<file path="src/rtl/stereo_overdrive_filter_delay_unit_defines.svh">
// Assertion macros shared by the stereo overdrive filter delay unit.
`ifndef STEREO_OVERDRIVE_FILTER_DELAY_UNIT_DEFINES_SVH
`define STEREO_OVERDRIVE_FILTER_DELAY_UNIT_DEFINES_SVH

// Check a consequence in the same cycle, outside reset.
`define SOFD_ASSERT_SAME(lbl, ante, cons) \
  lbl: assert property (@(posedge clk) disable iff (!rst_n) (ante) |-> (cons)) \
    else $error("sofd: check failed");

// Check a consequence in the next cycle, outside reset.
`define SOFD_ASSERT_NEXT(lbl, ante, cons) \
  lbl: assert property (@(posedge clk) disable iff (!rst_n) (ante) |=> (cons)) \
    else $error("sofd: check failed");

`endif

</file>
<file path="src/rtl/sofd_pkg.sv">
// Types, codes and constants shared by the stereo overdrive filter delay unit.
`default_nettype none

package sofd_pkg;

  localparam int DEPTH_DEFAULT = 65536;

  // Configuration port
  localparam int CFG_IDX_W  = 3;
  localparam int CFG_DATA_W = 16;
  typedef logic [CFG_IDX_W-1:0] cfg_idx_t;

  localparam cfg_idx_t CFG_DELAY_LIMIT     = 3'd0;
  localparam cfg_idx_t CFG_DRIVE_GAIN      = 3'd1;
  localparam cfg_idx_t CFG_CUTOFF_LEVEL    = 3'd2;
  localparam cfg_idx_t CFG_FEEDBACK_WEIGHT = 3'd3;
  localparam cfg_idx_t CFG_WET_MIX         = 3'd4;

  localparam logic [15:0] RST_DELAY_LIMIT     = 16'd4999;
  localparam logic [15:0] RST_DRIVE_GAIN      = 16'd58982;
  localparam logic [15:0] RST_CUTOFF_LEVEL    = 16'd19661;
  localparam logic [15:0] RST_FEEDBACK_WEIGHT = 16'd13107;
  localparam logic [15:0] RST_WET_MIX         = 16'd19661;

  // Shared multiplier geometry
  localparam int MUL_A_W = 25;
  localparam int MUL_B_W = 18;
  localparam int PROD_W  = MUL_A_W + MUL_B_W;

  typedef struct packed {
    logic signed [15:0] left_in;
    logic signed [15:0] right_in;
  } in_item_t;

  typedef struct packed {
    logic signed [15:0] left_out;
    logic signed [15:0] right_out;
  } out_item_t;

  typedef struct packed {
    logic [15:0] delay_limit;
    logic [15:0] drive_gain;
    logic [15:0] cutoff_level;
    logic [15:0] feedback_weight;
    logic [15:0] wet_mix;
  } cfg_t;

  typedef enum logic [3:0] {
    ST_IDLE,
    ST_SQ1,
    ST_SQ2,
    ST_DRV,
    ST_CLP,
    ST_MUL,
    ST_ADD,
    ST_ENT1,
    ST_ENT2,
    ST_ENT3,
    ST_OUT1,
    ST_OUT2,
    ST_FIN
  } state_t;

  typedef enum logic [3:0] {
    OP_NONE,
    OP_SQ1,
    OP_SQ2,
    OP_DRV,
    OP_CLP,
    OP_MUL,
    OP_ADD,
    OP_ENT1,
    OP_ENT2,
    OP_ENT3,
    OP_OUT1,
    OP_OUT2,
    OP_FIN
  } op_t;

  typedef struct packed {
    op_t  op;
    logic ch;
    logic capture;
  } cmd_t;

endpackage

`default_nettype wire

</file>
<file path="src/rtl/sofd_ctrl.sv">
// Sequencer that steps the shared datapath through one stereo frame.
`default_nettype none

module sofd_ctrl (
  input  logic          clk,
  input  logic          rst_n,
  input  logic          in_valid,
  output logic          in_ready,
  output logic          out_valid,
  input  logic          out_ready,
  output sofd_pkg::cmd_t cmd
);
  import sofd_pkg::*;

  localparam logic [2:0] LAST_STAGE = 3'd4;

  state_t     state_r, state_nxt;
  logic       ch_r, ch_nxt;
  logic [2:0] stage_r, stage_nxt;
  logic       out_valid_r, out_valid_nxt;

  // Hold control state
  always_ff @(posedge clk) begin
    if (!rst_n) begin
      state_r     <= ST_IDLE;
      ch_r        <= 1'b0;
      stage_r     <= 3'd0;
      out_valid_r <= 1'b0;
    end else begin
      state_r     <= state_nxt;
      ch_r        <= ch_nxt;
      stage_r     <= stage_nxt;
      out_valid_r <= out_valid_nxt;
    end
  end

  // Advance the frame sequence and issue datapath commands
  always_comb begin
    state_nxt     = state_r;
    ch_nxt        = ch_r;
    stage_nxt     = stage_r;
    out_valid_nxt = out_valid_r && !out_ready;
    in_ready      = 1'b0;
    cmd.op        = OP_NONE;
    cmd.ch        = ch_r;
    cmd.capture   = 1'b0;
    unique case (state_r)
      ST_IDLE: begin
        in_ready = 1'b1;
        if (in_valid) begin
          cmd.capture = 1'b1;
          ch_nxt      = 1'b0;
          state_nxt   = ST_SQ1;
        end
      end
      ST_SQ1: begin
        cmd.op    = OP_SQ1;
        state_nxt = ST_SQ2;
      end
      ST_SQ2: begin
        cmd.op    = OP_SQ2;
        state_nxt = ST_DRV;
      end
      ST_DRV: begin
        cmd.op    = OP_DRV;
        state_nxt = ST_CLP;
      end
      ST_CLP: begin
        cmd.op    = OP_CLP;
        stage_nxt = 3'd0;
        state_nxt = ST_MUL;
      end
      ST_MUL: begin
        cmd.op    = OP_MUL;
        state_nxt = ST_ADD;
      end
      ST_ADD: begin
        cmd.op = OP_ADD;
        if (stage_r == LAST_STAGE) begin
          state_nxt = ST_ENT1;
        end else begin
          stage_nxt = stage_r + 3'd1;
          state_nxt = ST_MUL;
        end
      end
      ST_ENT1: begin
        cmd.op    = OP_ENT1;
        state_nxt = ST_ENT2;
      end
      ST_ENT2: begin
        cmd.op    = OP_ENT2;
        state_nxt = ST_ENT3;
      end
      ST_ENT3: begin
        cmd.op    = OP_ENT3;
        state_nxt = ST_OUT1;
      end
      ST_OUT1: begin
        cmd.op    = OP_OUT1;
        state_nxt = ST_OUT2;
      end
      ST_OUT2: begin
        cmd.op = OP_OUT2;
        if (!ch_r) begin
          ch_nxt    = 1'b1;
          state_nxt = ST_DRV;
        end else begin
          state_nxt = ST_FIN;
        end
      end
      ST_FIN: begin
        // Wait for the output register to drain before loading it
        if (!out_valid_r || out_ready) begin
          cmd.op        = OP_FIN;
          out_valid_nxt = 1'b1;
          state_nxt     = ST_IDLE;
        end
      end
      default: state_nxt = ST_IDLE;
    endcase
  end

  assign out_valid = out_valid_r;

endmodule

`default_nettype wire

</file>
<file path="config.mk">
export PLATFORM = sky130hd
export DESIGN_NAME = sofd_ctrl
export DESIGN_NICKNAME = d
export VERILOG_FILES = /design/src/rtl/stereo_overdrive_filter_delay_unit_defines.svh /design/src/rtl/sofd_pkg.sv /design/src/rtl/sofd_ctrl.sv
export SDC_FILE = /design/constraint.sdc
export NUM_CORES = 1
export LEC_CHECK = 0
export BUFFER_PORTS_ARGS = -buffer_cell sky130_fd_sc_hd__buf_2
export CORE_AREA = 10 10 47 49
export DETAILED_ROUTE_END_ITERATION = 8
export DIE_AREA = 0 0 57 59
export SETUP_SLACK_MARGIN = 0.2
export SYNTH_ARGS = -nofsm -noshare
export SYNTH_HDL_FRONTEND = slang
export SYNTH_SLANG_ARGS = --single-unit
</file>
<file path="constraint.sdc">
create_clock -name clk -period 3.6 [get_ports clk]
set_input_delay 0.18 -clock clk [delete_from_list [all_inputs] [get_ports clk]]
set_output_delay 0.18 -clock clk [all_outputs]
set_load 0.01 [all_outputs]
</file>
# Word-level counts from Yosys, hierarchy flattened
# Cells that the tools add are included.
# totals
inputBits	4
elab_cells	47
regBits	9
# op_classes
addsub	1
reduce_logical	10
n_mux	16
n_eq_ne	16
# ops
cell	n
one-hot mux 4 bit (13 select lines)	1
one-hot mux 4 bit (12 select lines)	1
== test 4 bit (second input constant)	5
== test 4 x 3 -> 1 bit (second input constant)	4
two-way mux 4 bit	4
== test 4 x 2 -> 1 bit (second input constant)	2
two-way mux 1 bit	6
inequality test 2 bit (second input constant)	3
one-hot mux 3 bit (2 select lines)	1
AND reduction 2 bit	3
== test 4 x 1 -> 1 bit (second input constant)	1
zero test 4 bit	1
nonzero test 2 bit	2
adder 3 x 1 -> 3 bit (second input constant)	1
== test 3 bit (second input constant)	1
two-way mux 3 bit	1
zero test 1 bit	2
two-way mux 2 bit	1
one-hot mux 1 bit (2 select lines)	1
logical AND 1 bit	1
logical OR 1 bit	1

# Logic depth before layout (Yosys ltp)
# Gate-level depths: netlist (run 1).
# depth
ltp_word	4
depth_mapped	5

# Least setup slack after synthesis (run 1)
# Ideal clock, no wire load.
# synth_timing
path_kind	register -> output
from	register state_r[0]
to	output port cmd[0] (netlist bit)
slack_ps	2153
arrival_ps	1267
path_stages_with_launch	5
required_ps	3420
path_cell_list	dfxtp_1 > buf_2 > or4_4 > inv_1 > and2_1
# synth_rtl
element	line_no	rtl
start: declaration	sofd_ctrl.sv:17	state_t state_r, state_nxt;
start signal: assignment	sofd_ctrl.sv:30	state_r <= state_nxt;
end: declaration	sofd_ctrl.sv:11	output sofd_pkg::cmd_t cmd

==> results of run 1 <==
[layout by cell type, fill, tap and decap left out]
| master | instances |
|---|---|
| a31oi_1 | 3 |
| nor3b_1 | 1 |
| and3b_1 | 1 |
| ha_1 | 2 |
| and2_1 | 1 |
| clkbuf_4 | 3 |
| inv_1 | 9 |
| o31ai_1 | 2 |
| a21oi_1 | 8 |
| or3b_4 | 1 |
| buf_2 | 11 |
| o211ai_1 | 1 |
| or4_4 | 1 |
| clkbuf_1 | 1 |
| a211oi_1 | 1 |
| nand3_1 | 1 |
| nand4_1 | 4 |
| nor2b_1 | 1 |
| dfxtp_1 | 9 |
| a31o_2 | 2 |
| o21ai_0 | 5 |
| a311o_1 | 1 |
| or3_1 | 2 |
| a21boi_0 | 2 |
| and3_1 | 2 |
| nand2_1 | 3 |
| nor2_1 | 2 |
| nand2b_1 | 1 |
| nor4b_1 | 1 |
[cell families (layout without fill, tap and decap cells)]
logic type	Yosys count	in the layout
AOI/OAI and AO/OA	25	25
buffers and inverters	15	24
adders and majority gates	2	2
DFF	9	9
and+or+nand+nor	22	22
[final timing paths]
check | endpoint | slack (ps) | cells after the start
setup / recovery | cmd[0] | 1840 | 4
hold / removal | ch_r | 200 | 2
setup reg to reg | stage_r[2] | 1950 | 3
hold reg to reg | stage_r[2] | 490 | 2
[worst register-to-register path, cell delays in order, from the launching register on]
cell	delay, ps
dfxtp_1	680
or3b_4	460
or3_1	310
a21oi_1	130
[sequential cells by signal, summed over array words and instances, names as in the netlist]
register / count
stage_r: 3
ch_r: 1
out_valid: 1
state_r: 4
[power breakdown]
part / total (mW) / switching [mW] / internal [mW]
logic: 0.0355 / 0.0189 / 0.0166
clock network: 0.0779 / 0.0352 / 0.0427
registers: 0.111 / 0.00907 / 0.102
[metal layers]
metal  global-route usage (%)  vias up
met5                        0        -
met4                     7.05        0
met3                     2.58        2
met2                     12.1       12
met1                     9.17      260
li1                         -      280
[cell type report]
class                   instances  share of cell area [%]
clock buffers                   4                    4.13
inverters                       9                    5.30
multi-input cells              49                    50.5
flip-flops and latches          9                    28.3
well taps                      16                    3.14
repair buffers                 11                    8.64
[metrics by stage]
step / utilization [%] / instance area, µm² / hold WS [ps] / std cells / setup WS [ps]
6_report: 45.4 / 637 / 199 / 98 / 1840
5_1_grt: 45.4 / 637 / 202 / 98 / 1740
4_1_cts: 45.4 / 637 / 189 / 98 / 1830
3_5_place_dp: 43.6 / 611 / 466 / 94 / 1980
3_3_place_gp: 43.6 / 611 / 462 / 94 / 2030
2_1_floorplan: - / 568 / 318 / 73 / 2150
==> reports/results.ini, run 1 <==
[cells_and_area]
nNetsFinal=89
antenna_cells=0
ff_latch_area_um2=180
fillers=145
multiInputGateArea_um2=322
drive_gt1_share_pct=22.0
area_growth_syn_to_layout_pct=12.1

[synthesis]
synthXorXnorAreaFrac_pct=0
yosysTopAreaCell=dfxtp_1
synth_area_per_cell_um2=7.78
yosys-top-cells-count=dfxtp_1 (9), inv_1 (9), a21oi_1 (8)
yosys_warnings=0
synth_compound_area_share_pct=27.5
synth-simple-area-share_pct=24.7
synthArstFlopShare_pct=0
synthCells=73
synth_top_family_by_area=compound AO/OA/AOI/OAI gates
yosysUniqueCellTypes=29
syn_nets=79
yosysSeqAreaShare_pct=31.7
synth_area_um2=568
ys.flop_type=dfxtp_1
synth.top_cell.area_share_pct=31.7
muxShareOfSynthArea_pct=0
ys_seq_elements=9
synth_edf_count=0
synth_adder_area_share_pct=4.41
synthTopCellsByArea=dfxtp_1 (32%), a21oi_1 (7.0%), inv_1 (5.9%)

[sta]
fin_skew_ps=5.46
post-route-min-period_ps=1760
relSlewSlack_pct=62.3
final_hold_viol_count=0
fmax_mhz=567
worst_pin_slew_ps=565
finalCritPeriodShare_pct=49.0
rsz0062_at_grt=no
finalMaxSlewViolations=0
finalSetupTns_ps=0
setup_viol=0

[global_route]
grt_use_total_pct=8.13
grt_pass1_vias=527
grt.overflow.total=0
grt_pass1_wl_um=2180
grt_max_degree=20
antenna_found_initial=0

[power_and_ir_drop]
p_per_area_mw_per_mm2=353
p_leak_nw=0.257
peakVddDrop_mv=0.182
power.total_uw=225

[routing]
wirelength_um=1350
remaining_drc_errors=0
top_layer_used=met4
met3_length_um=46
met1Wirelength_um=660
vias=554
via_per_inst=5.65
firstDrtPassIters=4
dr_wl_met2_um=616
dr.first_iter.drc_count=12
wl_per_cell_um=13.8
detail-route-antenna-nets=0

[setup_path]
end_kind=primary output
crit_fanout=13
crit_start=state_r[1]
cp_cell_sequence=or4_4 > inv_1 > and2_1 > buf_2
crit_buf_inv=2
critPathLaunchType=flip-flop
worst_path_max_delay_cell=or4_4
r2r-start=state_r[2]
critPathTopFamily=simple AND/OR/NAND/NOR gates
max_stage_delay_ps=580
arrival_ps=1580
crit_type=reg -> out
cp.required_ps=3420

[cts]
cts_resized=0
clock_path_buffers=2
cts_inserted_buffers=3
cts_setup_buffers=0
clk_pin_slew_ps=60
ctsHoldBuffers=0
cts_tree=built
clock_latency_ps=260
cts-root-buf=clkbuf_4
htree_levels=1
cts_sinks=9

[place]
port_buffers=11
hpwl_um=979
place.gp.congestion=0.756

[floorplanning]
fp.dieW_um=57
rows=14
dieArea_mm2=0.00336
dieHeight_um=59
boundaryPins=12
start_util_pct=40.5
core-area_mm2=0.00140

[run_status]
status=completed

[min_path]
hold_start=rst_n
hold_path_class=in -> reg

[job]
max_cap_viol_count=0

Note: power is estimated with default switching activity, not from simulation.
==> run 2: changes to the inputs <==
--- a/config.mk
+++ b/config.mk
@@ -9,6 +9,7 @@
 export CORE_AREA = 10 10 47 49
 export DETAILED_ROUTE_END_ITERATION = 8
 export DIE_AREA = 0 0 57 59
+export PLACE_DENSITY = 0.67
 export SETUP_SLACK_MARGIN = 0.2
 export SYNTH_ARGS = -nofsm -noshare
 export SYNTH_HDL_FRONTEND = slang
==> constraint.sdc (replaced) <==
create_clock -name clk -period 1.47 [get_ports clk]
set_input_delay 0.0735 -clock clk [delete_from_list [all_inputs] [get_ports clk]]
set_output_delay 0.0735 -clock clk [all_outputs]
set_load 0.01 [all_outputs]
==> reports/results.ini, run 2 (synthesized netlist as in run 1, its figures left out) <==
[run_status]
status=complete, but fails checks
violations=negative setup slack

[power_and_ir_drop]
peakVddDrop_mv=0.449  ; +150%
seq_power_share_pct=42.7  ; -6.9 points
p_comb_share_pct=25.3  ; +9.5 points
switchingPower_uw=181  ; +190%
switching_share_pct=29.7  ; +1.6 points
intPower_uw=429  ; +170%
pwr-share-clk_pct=32.0  ; -2.7 points
p_per_area_mw_per_mm2=796  ; +130%
power.total_uw=609  ; +170%
p_leak_nw=0.326  ; +26%

[floorplanning]
boundaryPins=12  ; unchanged
core-area_mm2=0.00140  ; unchanged
dieArea_mm2=0.00336  ; unchanged
fp.dieW_um=57  ; unchanged
rows=14  ; unchanged
start_util_pct=40.5  ; unchanged
dieHeight_um=59  ; unchanged

[cells_and_area]
finalNonFillerCells=108  ; +10%
reg_top3=state_r: 4 flops, stage_r: 3 flops
final_area_um2=766  ; +20%
nNetsFinal=99  ; +11%
antenna_cells=0  ; unchanged
largest_reg_flops=4  ; unchanged
drive_gt1_share_pct=45.7  ; +24 points
top_register=state_r
area_growth_syn_to_layout_pct=34.8
final_cell_mix=buf_2 (10), buf_4 (10), inv_1 (8)

[cts]
htree_levels=1  ; unchanged
cts-root-buf=clkbuf_4
clock_latency_ps=260  ; about the same
cts_tree=built
cts_sinks=9  ; unchanged
clk_pin_slew_ps=60  ; about the same
cts_inserted_buffers=3  ; unchanged
clock_path_buffers=2  ; unchanged
ctsHoldBuffers=0  ; unchanged

[routing]
remaining_drc_errors=0  ; unchanged
wl_per_cell_um=15.0  ; +9.2%
vias=623  ; +12%
firstDrtPassIters=4  ; unchanged
wirelength_um=1620  ; +20%
via_per_inst=5.77  ; +2.0%
dr.first_iter.drc_count=28  ; +16
detail-route-antenna-nets=0  ; unchanged

[place]
place_area_um2=651  ; +6.6%
hpwl_um=1050  ; +7.3%
place.gp.congestion=0.862  ; +14%
placedCellCount=99  ; +5.3%
port_buffers=11  ; unchanged

[global_route]
grt_max_degree=13  ; -35%
antenna_found_initial=0  ; unchanged
grt_use_total_pct=9.08  ; +0.95 points
grt_pass1_vias=595  ; +13%
grt_pass1_wl_um=2530  ; +16%
grt.overflow.total=0  ; unchanged

[setup_path]
end_kind=primary output
crit_type=reg -> out
r2r-start=state_r[1]
crit_start=state_r[1]
crit_fanout=2  ; -11
cp.required_ps=1400  ; -2020 ps
critPathLaunchType=flip-flop
arrival_ps=1410  ; -170 ps

[sta]
setup_viol=1  ; +1
worst_pin_slew_ps=241  ; -324 ps
finalMaxSlewViolations=0  ; unchanged
finalCritPeriodShare_pct=101
layout_setup_ws_ps=-16.8  ; -1850 ps
fin_skew_ps=3.78  ; -1.68 ps
rsz0062_at_grt=yes
relSlewSlack_pct=83.9  ; +22 points
post-route-min-period_ps=1490
fmax_mhz=673
final_hold_viol_count=0  ; unchanged
hold_ws_ps=87.7  ; -111 ps

[job]
max_cap_viol_count=0  ; unchanged

[min_path]
hold_start=rst_n
hold_path_class=in -> reg

## run 2: layer usage
layer	up-vias	wire length, µm	track usage [%]	part of all wire (%)
met4	0	36	5.37	2.2
met2	29	811	16.3	50
met1	288	694	9.52	43
li1	301	-	-	-
met3	5	80	1.93	4.9
met5	-	0	0	0
## run 2: repair_timing
| action | in CTS | in global routing |
|---|---|---|
| setup buffers | 2 | 3 |
| endpoints found under the setup margin | 8 | 10 |
| pin swaps | 6 | 1 |
| gates resized for setup | 12 | 8 |
| hold endpoints to repair | 0 | 0 |
## run 2: power groups by stage
stage | clock, mW | combinational, mW | sequential (mW)
floorplan | 0 | 0.0838 | 0.260
global placement | 0 | 0.112 | 0.265
detailed placement | 0 | 0.114 | 0.265
CTS | 0.193 | 0.144 | 0.261
finish | 0.195 | 0.154 | 0.260
global route | 0.207 | 0.165 | 0.260
## run 2: area by class of cell
cell class                      instances  area (µm²)
Tap cell                               16        20.0
Sequential cell                         9         191
Inverter                                9        33.8
Timing Repair Buffer                   21         136
Fill cell                             129         636
Clock buffer                            4        26.3
Multi-Input combinational cell         49         358
## run 2: through the flow
step | setup WS, ps | util [%] | setup TNS [ps]
floorplan | 134 | - | 0
global placement | 184 | 46.4 | 0
detailed placement | 149 | 46.4 | 0
CTS | -0.714 | 51.2 | -0.714
global route | -45.0 | 54.6 | -45.0
finish | -16.8 | 54.6 | -16.8
## run 2: critical path, cell delays in order, from the launching register on
cell	delay (ps)
dfxtp_2	320
or4_4	540
inv_2	80
and2_4	130
buf_6	90
## run 2: path summary, 6_finish.rpt
| kind | to | slack [ps] | cells past startpoint |
|---|---|---|---|
| worst max register to register | state_r[1] | 30 | 4 |
| worst max-delay path | cmd[0] | -20 | 4 |
| worst min register to register | state_r[0] | 500 | 1 |
| worst min-delay path | state_r[3] | 90 | 3 |
